$ cat config.mk
export PLATFORM = sky130hd
export DESIGN_NAME = sensor_report_by_exception
export DESIGN_NICKNAME = d
export VERILOG_FILES = /design/src/rtl/srbe_pkg.sv /design/src/rtl/sensor_report_by_exception.sv
export SDC_FILE = /design/constraint.sdc
export NUM_CORES = 1
export LEC_CHECK = 0
export BUFFER_PORTS_ARGS = -buffer_cell sky130_fd_sc_hd__buf_2
export CAP_MARGIN = 10
export CORE_ASPECT_RATIO = 0.75
export CORE_MARGIN = 2
export CORE_UTILIZATION = 60
export CTS_CLUSTER_DIAMETER = 100
export CTS_CLUSTER_SIZE = 8
export DETAILED_ROUTE_END_ITERATION = 16
export MAX_ROUTING_LAYER = met4
export PLACE_DENSITY = 0.83
export SETUP_SLACK_MARGIN = 0.02
export SLEW_MARGIN = 20
export SYNTH_ARGS = -nofsm -noshare
export SYNTH_HDL_FRONTEND = slang
export SYNTH_SLANG_ARGS = --single-unit
$ cat constraint.sdc
create_clock -name clock -period 19.1 [get_ports clock]
set_input_delay 0.955 -clock clock [delete_from_list [all_inputs] [get_ports clock]]
set_output_delay 0.955 -clock clock [all_outputs]
set_load 0.02 [all_outputs]
$ cat src/rtl/srbe_pkg.sv
// Types and constants of the sensor report-by-exception block.
// Used by the top level and by its port checker; depends on nothing.
package srbe_pkg;

   // Channel count and tick arithmetic
   localparam int CHANNELS = 4;
   localparam logic [6:0] TICK_UNIT = 7'd100;
   localparam logic [23:0] TICK_MAX = 24'hFF_FFFF;

   // Configuration register indexes (byte address is 8 times the index)
   typedef enum logic [2:0] {
      REG_CHANNEL_ENABLES   = 3'd0,
      REG_INTERVAL_TABLE    = 3'd1,
      REG_DEADBAND_TABLE    = 3'd2,
      REG_UPPER_LIMIT_TABLE = 3'd3,
      REG_LOWER_LIMIT_TABLE = 3'd4,
      REG_SENSOR_VALID_MASK = 3'd5
   } reg_index_type;

   // Report causes
   typedef enum logic [1:0] {
      CAUSE_NONE     = 2'd0,
      CAUSE_INTERVAL = 2'd1,
      CAUSE_CHANGE   = 2'd2,
      CAUSE_RANGE    = 2'd3
   } cause_type;

   // Input beat
   typedef struct packed {
      logic [1:0]         channel;
      logic               condition_met;
      logic signed [15:0] sensor_value;
      logic [15:0]        elapsed;
   } req_type;

   // Result beat
   typedef struct packed {
      logic      alarm_start;
      logic      alarm_stop;
      logic [1:0] report_cause;
   } rsp_type;

   // One channel's entry in the state memory
   typedef struct packed {
      logic               alarm_active;
      logic [23:0]        tick_count;
      logic signed [15:0] last_value;
   } chan_state_type;

endpackage

$ cat src/rtl/sensor_report_by_exception.sv
// Sensor report-by-exception supervisor: alarm edges and report decisions per channel.
// Depends on srbe_pkg for beat types, register indexes and cause codes.
//
// Usage:
//   req_* carries one beat per sample: channel, external trigger result, sample and
//   ticks since the channel's previous beat. rsp_* returns exactly one beat per
//   request, in order: alarm start/stop flags and the report cause.
//   The APB-style port writes the six configuration registers at byte address 8*i;
//   write them only while no beat is in flight. pready is tied high.
// Pipeline:
//   An accepted request is registered in the compute stage, and its result then in
//   the result register. One beat per cycle is sustained while rsp_ready is high:
//   the state memory is read at acceptance and written back when the stage
//   advances, and a read of the entry being written takes the new data directly.
// Reset:
//   Control and configuration registers clear to zero; per-entry valid bits make every
//   channel's state read as zero until first written, so no clearing pass is needed.
// Stall:
//   When rsp_ready is low the result register holds, the computing stage holds
//   behind it, and req_ready drops until the result register can move.
module sensor_report_by_exception (
   input  logic                  clock,
   input  logic                  reset,
   // request channel
   input  logic                  req_valid,
   output logic                  req_ready,
   input  srbe_pkg::req_type     req_data,
   // result channel
   output logic                  rsp_valid,
   input  logic                  rsp_ready,
   output srbe_pkg::rsp_type     rsp_data,
   // configuration port
   input  logic                  psel,
   input  logic                  penable,
   input  logic                  pwrite,
   input  logic [5:0]            paddr,
   input  logic [63:0]           pwdata,
   output logic [63:0]           prdata,
   output logic                  pready
);

   // Configuration registers
   logic [7:0]  enables_ff;
   logic [63:0] interval_ff;
   logic [63:0] deadband_ff;
   logic [63:0] upper_ff;
   logic [63:0] lower_ff;
   logic [3:0]  valid_mask_ff;

   srbe_pkg::reg_index_type csr_index;
   logic                    csr_write;

   // State memory and its valid bits
   srbe_pkg::chan_state_type state_mem [srbe_pkg::CHANNELS];
   logic [srbe_pkg::CHANNELS-1:0] row_valid_ff;
   srbe_pkg::chan_state_type rd_data_ff;
   logic                     rd_hit_ff;

   // Compute stage
   logic              s1_valid_ff;
   srbe_pkg::req_type s1_req_ff;
   logic              s1_go;
   logic              req_take;
   logic              chan_ok;

   // Result register
   logic              rsp_valid_ff;
   logic              rsp_valid_in;
   srbe_pkg::rsp_type rsp_data_ff;
   srbe_pkg::rsp_type rsp_data_in;

   // Latch shared by all channels
   logic range_latch_ff;
   logic range_latch_in;

   // Write-back bus
   logic                     wr_en;
   logic [1:0]               wr_addr;
   srbe_pkg::chan_state_type wr_data;

   // Datapath of the compute stage
   srbe_pkg::chan_state_type cur;
   logic               trig_en;
   logic               alarm_en;
   logic               sens_ok;
   logic               cond_eff;
   logic [15:0]        ival;
   logic [15:0]        band;
   logic signed [15:0] hi;
   logic signed [15:0] lo;
   logic [22:0]        thr;
   logic [24:0]        tsum;
   logic [23:0]        tsat;
   logic signed [16:0] diff;
   logic [16:0]        mag;
   logic               out_range;
   srbe_pkg::cause_type cause;

   //--------------------------------------------------------------------------
   // Configuration port
   //--------------------------------------------------------------------------
   assign pready    = 1'b1;
   assign csr_index = srbe_pkg::reg_index_type'(paddr[5:3]);
   assign csr_write = psel && penable && pwrite;

   // Write registers on the access beat
   always_ff @(posedge clock) begin
      if (reset) begin
         enables_ff    <= '0;
         interval_ff   <= '0;
         deadband_ff   <= '0;
         upper_ff      <= '0;
         lower_ff      <= '0;
         valid_mask_ff <= '0;
      end else if (csr_write) begin
         unique case (csr_index)
            srbe_pkg::REG_CHANNEL_ENABLES:   enables_ff    <= pwdata[7:0];
            srbe_pkg::REG_INTERVAL_TABLE:    interval_ff   <= pwdata;
            srbe_pkg::REG_DEADBAND_TABLE:    deadband_ff   <= pwdata;
            srbe_pkg::REG_UPPER_LIMIT_TABLE: upper_ff      <= pwdata;
            srbe_pkg::REG_LOWER_LIMIT_TABLE: lower_ff      <= pwdata;
            srbe_pkg::REG_SENSOR_VALID_MASK: valid_mask_ff <= pwdata[3:0];
            default: ;
         endcase
      end
   end

   // Read back
   always_comb begin
      unique case (csr_index)
         srbe_pkg::REG_CHANNEL_ENABLES:   prdata = {56'd0, enables_ff};
         srbe_pkg::REG_INTERVAL_TABLE:    prdata = interval_ff;
         srbe_pkg::REG_DEADBAND_TABLE:    prdata = deadband_ff;
         srbe_pkg::REG_UPPER_LIMIT_TABLE: prdata = upper_ff;
         srbe_pkg::REG_LOWER_LIMIT_TABLE: prdata = lower_ff;
         srbe_pkg::REG_SENSOR_VALID_MASK: prdata = {60'd0, valid_mask_ff};
         default:                         prdata = '0;
      endcase
   end

   //--------------------------------------------------------------------------
   // Handshake
   //--------------------------------------------------------------------------
   assign s1_go     = s1_valid_ff && (!rsp_valid_ff || rsp_ready);
   assign req_ready = !s1_valid_ff || s1_go;
   assign req_take  = req_valid && req_ready;
   assign chan_ok   = (int'(req_data.channel) < srbe_pkg::CHANNELS);

   // Advance the compute stage
   always_ff @(posedge clock) begin
      if (reset) begin
         s1_valid_ff <= 1'b0;
      end else if (req_ready) begin
         s1_valid_ff <= req_valid;
      end
   end

   always_ff @(posedge clock) begin
      if (req_take) begin
         s1_req_ff <= req_data;
      end
   end

   //--------------------------------------------------------------------------
   // State memory: read at acceptance, written back when the stage advances
   //--------------------------------------------------------------------------
   always_ff @(posedge clock) begin
      if (wr_en) begin
         state_mem[wr_addr] <= wr_data;
      end
      if (req_take && chan_ok) begin
         if (wr_en && (wr_addr == req_data.channel)) begin
            rd_data_ff <= wr_data;
         end else begin
            rd_data_ff <= state_mem[req_data.channel];
         end
      end
   end

   // Track written entries; forward the valid bit with the data
   always_ff @(posedge clock) begin
      if (reset) begin
         row_valid_ff <= '0;
         rd_hit_ff    <= 1'b0;
      end else begin
         if (wr_en) begin
            row_valid_ff[wr_addr] <= 1'b1;
         end
         if (req_take && chan_ok) begin
            rd_hit_ff <= (wr_en && (wr_addr == req_data.channel))
                         || row_valid_ff[req_data.channel];
         end
      end
   end

   //--------------------------------------------------------------------------
   // Compute stage
   //--------------------------------------------------------------------------
   always_comb begin
      // Unwritten entries read as zero
      cur = rd_hit_ff ? rd_data_ff : '0;

      trig_en  = enables_ff[{s1_req_ff.channel, 1'b0}];
      alarm_en = enables_ff[{s1_req_ff.channel, 1'b1}];
      sens_ok  = valid_mask_ff[s1_req_ff.channel];
      cond_eff = s1_req_ff.condition_met && sens_ok;

      ival = interval_ff[16*s1_req_ff.channel +: 16];
      band = deadband_ff[16*s1_req_ff.channel +: 16];
      hi   = signed'(upper_ff[16*s1_req_ff.channel +: 16]);
      lo   = signed'(lower_ff[16*s1_req_ff.channel +: 16]);

      // Interval threshold, saturating tick sum, change magnitude
      thr  = 23'(ival) * 23'(srbe_pkg::TICK_UNIT);
      tsum = {1'b0, cur.tick_count} + 25'(s1_req_ff.elapsed);
      tsat = tsum[24] ? srbe_pkg::TICK_MAX : tsum[23:0];
      diff = 17'(s1_req_ff.sensor_value) - 17'(cur.last_value);
      mag  = diff[16] ? 17'(-diff) : 17'(diff);
      out_range = (s1_req_ff.sensor_value > hi) || (s1_req_ff.sensor_value < lo);

      // Defaults: keep state, empty result
      wr_data        = cur;
      range_latch_in = range_latch_ff;
      rsp_data_in    = '0;
      cause          = srbe_pkg::CAUSE_NONE;

      if (trig_en) begin
         // Alarm edges
         if (alarm_en) begin
            if (cond_eff && !cur.alarm_active) begin
               rsp_data_in.alarm_start = 1'b1;
               wr_data.alarm_active    = 1'b1;
            end else if (!cond_eff && cur.alarm_active) begin
               rsp_data_in.alarm_stop = 1'b1;
               wr_data.alarm_active   = 1'b0;
            end
         end else begin
            wr_data.alarm_active = 1'b0;
         end

         // Report decision, in priority order
         if (sens_ok) begin
            if ({1'b0, tsat} >= {2'b00, thr}) begin
               cause = srbe_pkg::CAUSE_INTERVAL;
            end else if (mag > {1'b0, band}) begin
               cause = srbe_pkg::CAUSE_CHANGE;
            end else if (out_range) begin
               if (!range_latch_ff) begin
                  range_latch_in = 1'b1;
                  cause          = srbe_pkg::CAUSE_RANGE;
               end
            end else begin
               range_latch_in = 1'b0;
            end
            wr_data.tick_count = (cause != srbe_pkg::CAUSE_NONE) ? 24'd0 : tsat;
            wr_data.last_value = s1_req_ff.sensor_value;
         end
      end
      rsp_data_in.report_cause = cause;
   end

   assign wr_en   = s1_go && (int'(s1_req_ff.channel) < srbe_pkg::CHANNELS);
   assign wr_addr = s1_req_ff.channel;

   // Hold the latch until the stage advances
   always_ff @(posedge clock) begin
      if (reset) begin
         range_latch_ff <= 1'b0;
      end else if (wr_en) begin
         range_latch_ff <= range_latch_in;
      end
   end

   //--------------------------------------------------------------------------
   // Result register
   //--------------------------------------------------------------------------
   assign rsp_valid_in = s1_go || (rsp_valid_ff && !rsp_ready);

   always_ff @(posedge clock) begin
      if (reset) begin
         rsp_valid_ff <= 1'b0;
      end else begin
         rsp_valid_ff <= rsp_valid_in;
      end
   end

   // Load a result; drop it for channels beyond the count
   always_ff @(posedge clock) begin
      if (s1_go) begin
         rsp_data_ff <= wr_en ? rsp_data_in : '0;
      end
   end

   assign rsp_valid = rsp_valid_ff;
   assign rsp_data  = rsp_data_ff;

endmodule

==> flow_summary.ini <==
[worst_hold_path]
hp-start = interval_ff[24]$_SDFFE_PP0P_
hold_path_class = reg -> reg
hold_depth = 2
holdPathEnd = interval_ff[24]$_SDFFE_PP0P_

[timing]
slew_headroom_pct = 23.0
finalMaxSlewViolations = 0
hold_viol = 0
layout_min_cycle_time_ns = 8.33
rsz0062_at_grt = no
max_clock_freq_mhz = 120
final.period_utilization_pct = 43.6
finalSetupViolCount = 0
setup_tns_ns = 0
skew_ns = 0.0248
worstMarginPinSlew_ns = 1.16

[drt]
wirelength_um = 88800
drtIter0Drc = 3817
drc = 0
via_per_inst = 6.64
ant_nets = 0
first_pass_iters = 9
avgRoutedWirePerCell_um = 24.9
vias = 23700

[critical_path]
r2r_setup_slack_ns = 10.77
end_kind = flop
critPathArrivalTime_ns = 8.76
r2r_cells = 25
rr_endpoint = state_mem[2][27]$_DFFE_PP_
critPathRequiredTime_ns = 19.53
critical_path_class = reg -> reg
crit_fanout = 53
reg2reg_from = wr_addr[1]$_DFFE_PP_
crit_start = wr_addr[1]$_DFFE_PP_
start_kind = flop

[cts]
cts.sinks = 520
clockRootBuffer = clkbuf_16
cts_hold_buffers = 0
clk_path_buf_depth = 3
clkTransAtPathRegs_ns = 0.05
numCtsBuffers = 74
cts_setup_buffers = 0
cts_tree = yes
h-tree-depth = 3
clock_latency_ns = 0.63
ctsResizeCount = 0

[synthesis]
synth-seq-cells = 520
ys.flop_type = dfxtp_1
ys_warn_count = 0
avgSynthCellArea_um2 = 9.94
synth_fp_nets = 3079
ys_async_sr_fraction_pct = 0
ys_seq_area_share_pct = 46.2
synth_edf_count = 244
ys_types = 82
synthCells = 2801
netlist_area_mm2 = 0.0278

[power]
vdd_drop_max_v = 0.0000612
power.share.clock_pct = 44.7
netSwitchingPower_mw = 0.695
combPwrFrac_pct = 10.6
power_frac_seq_pct = 44.8
p_per_area_mw_per_mm2 = 86.6
switching_share_pct = 25.7
p_leak_nw = 11.8
p_int_mw = 2.01

[placed_design]
numPortBuffers = 178
gp_congestion = 0.951
place_hpwl_um = 59300

[finish]
drive_above_1_share_pct = 16.0
multi_input_area_mm2 = 0.0139
post-route-util_pct = 68.0
fillers = 3267
area_growth_syn_to_layout_pct = 12.2
seqCellArea_mm2 = 0.0129
nets = 3184

[floorplanning]
rows = 68
die_area_mm2 = 0.0482
core_mm2 = 0.0459
fp.dieH_um = 191
initial_core_util_pct = 60.6
io_pins = 183
die_w_um = 253

[global_routing]
grt_pass1_vias = 22100
grt_pass1_wl_um = 132000
grt_max_degree = 159
grt_use_total_pct = 37.4
antenna_found_initial = 25
gr-total-overflow = 0

[outcome]
status = finished, final reports clean

[flow_run]
drv_cap = 0
==> worst max path at each step <==
stage                            endpoint  slack, ns
3_5_place_dp   state_mem[2][28]$_DFFE_PP_      11.12
2_1_floorplan  state_mem[0][36]$_DFFE_PP_      11.95
5_1_grt        state_mem[2][28]$_DFFE_PP_      10.33
4_1_cts        state_mem[3][27]$_DFFE_PP_      10.95
6_report       state_mem[2][27]$_DFFE_PP_      10.77
3_3_place_gp   state_mem[1][28]$_DFFE_PP_      11.29
==> stage by stage <==
step | worst slack (ns) | instance area [um^2] | std cells | hold WS (ns) | power (mW)
floorplan | 11.95 | 27800 | 2801 | 0.435 | 1.42
global placement | 11.29 | 29100 | 3425 | 0.445 | 1.49
detailed placement | 11.12 | 29100 | 3425 | 0.459 | 1.51
CTS | 10.95 | 31200 | 3537 | 0.466 | 2.70
global route | 10.33 | 31200 | 3559 | 0.485 | 2.77
finish | 10.77 | 31200 | 3565 | 0.467 | 2.71
==> worst max-delay path, stage by stage (launching register included) <==
cell	delay [ns]
edfxtp_1	0.32
buf_4	0.31
buf_4	0.73
mux4_2	0.53
ha_1	0.32
ha_1	0.30
ha_1	0.33
fa_1	0.47
a21o_1	0.18
a21oi_1	0.27
o21a_1	0.15
nor3_1	0.06
a41o_1	0.28
o41ai_1	0.58
o21bai_1	0.13
a21oi_1	0.20
xor2_1	0.21
ha_1	0.28
a21oi_1	0.17
o21ai_0	0.14
nand3_1	0.11
o2111ai_1	0.34
nor4_4	0.35
o211ai_4	0.19
nor2_2	0.72
a22o_1	0.36
==> layer usage <==
metal	global-route usage, %	vias up	wire [um]
li1	-	10300	-
met1	50.3	11300	33400
met2	52.8	1815	38000
met3	10.8	275	13300
met4	16.5	0	4070
met5	-	-	0
==> cell families after synthesis <==
kind of cell	Yosys count	synth area share, %
buffers and inverters	309	4.26
AOI/OAI and AO/OA	645	15.0
other	1	0.0135
xor gates and xnor gates	59	1.86
and+or+nand+nor	946	14.3
adders and majority gates	166	7.81
DFF	520	46.2
muxes	155	10.6
==> power by group through the flow <==
stage / clock [mW] / sequential [mW] / combinational [mW]
after floorplan: 0 / 1.22 / 0.192
after global placement: 0 / 1.23 / 0.265
after detailed placement: 0 / 1.23 / 0.275
after CTS: 1.21 / 1.21 / 0.279
after global routing: 1.25 / 1.21 / 0.309
final: 1.21 / 1.21 / 0.286
==> registers in the layout, summed over array words and instances, names as in the netlist, 4 cells and up <==
signal,count
state_mem,164
deadband_ff,64
interval_ff,64
lower_ff,64
upper_ff,64
rd_data_ff,41
s1_req_ff,33
enables_ff,8
row_valid_ff,4
rsp_data,4
valid_mask_ff,4
==> Yosys cell counts (all sizes together), types with 8 or more instances <==
library cell	n	area share (%)
edfxtp	244	26
nor2b	18	0.40
mux4	109	8.8
mux2i	17	0.61
nand4	12	0.27
a22o	15	0.47
inv	134	1.8
nor2	87	1.2
nor3	25	0.45
o31ai	9	0.24
ha	153	6.9
o211ai	9	0.29
dfxtp	276	20
fa	13	0.93
nand2	672	9.1
o22ai	10	0.22
o311ai	14	0.74
a211oi	8	0.22
xnor2	30	0.94
o21a	11	0.30
buf	26	0.45
xor2	29	0.91
and2	27	0.61
clkbuf	149	2.0
mux2	29	1.2
a22oi	124	3.3
and3	13	0.31
a21oi	315	5.7
nand3	47	0.84
o21ai	44	0.79
nand2b	13	0.29
a21o	23	0.62
==> final cells by class <==
class | count | area share, %
clock inverter | 7 | 0.392
tap | 595 | 2.38
timing repair buffer | 204 | 3.52
multi-input combinational | 1972 | 44.4
antenna | 28 | 0.224
clock buffer | 105 | 6.30
sequential | 520 | 41.1
inverter | 134 | 1.61
==> placed cells by master, fill, tap and decap left out, drive strengths merged, types with 10 or more instances in the layout <==
| cell type | instances |
|---|---|
| nand3 | 47 |
| o21a | 11 |
| and2 | 27 |
| nor3 | 25 |
| ha | 153 |
| o311ai | 14 |
| xnor2 | 30 |
| edfxtp | 244 |
| fa | 13 |
| diode | 28 |
| nand4 | 12 |
| and3 | 13 |
| nand2b | 13 |
| mux2i | 17 |
| nor2 | 87 |
| mux4 | 109 |
| a22oi | 124 |
| clkbuf | 106 |
| a21oi | 315 |
| inv | 138 |
| a22o | 15 |
| o21ai | 44 |
| nand2 | 672 |
| mux2 | 29 |
| xor2 | 29 |
| nor2b | 18 |
| buf | 203 |
| o22ai | 10 |
| a21o | 23 |
| dfxtp | 276 |
Power figures use the tool's default switching activity.
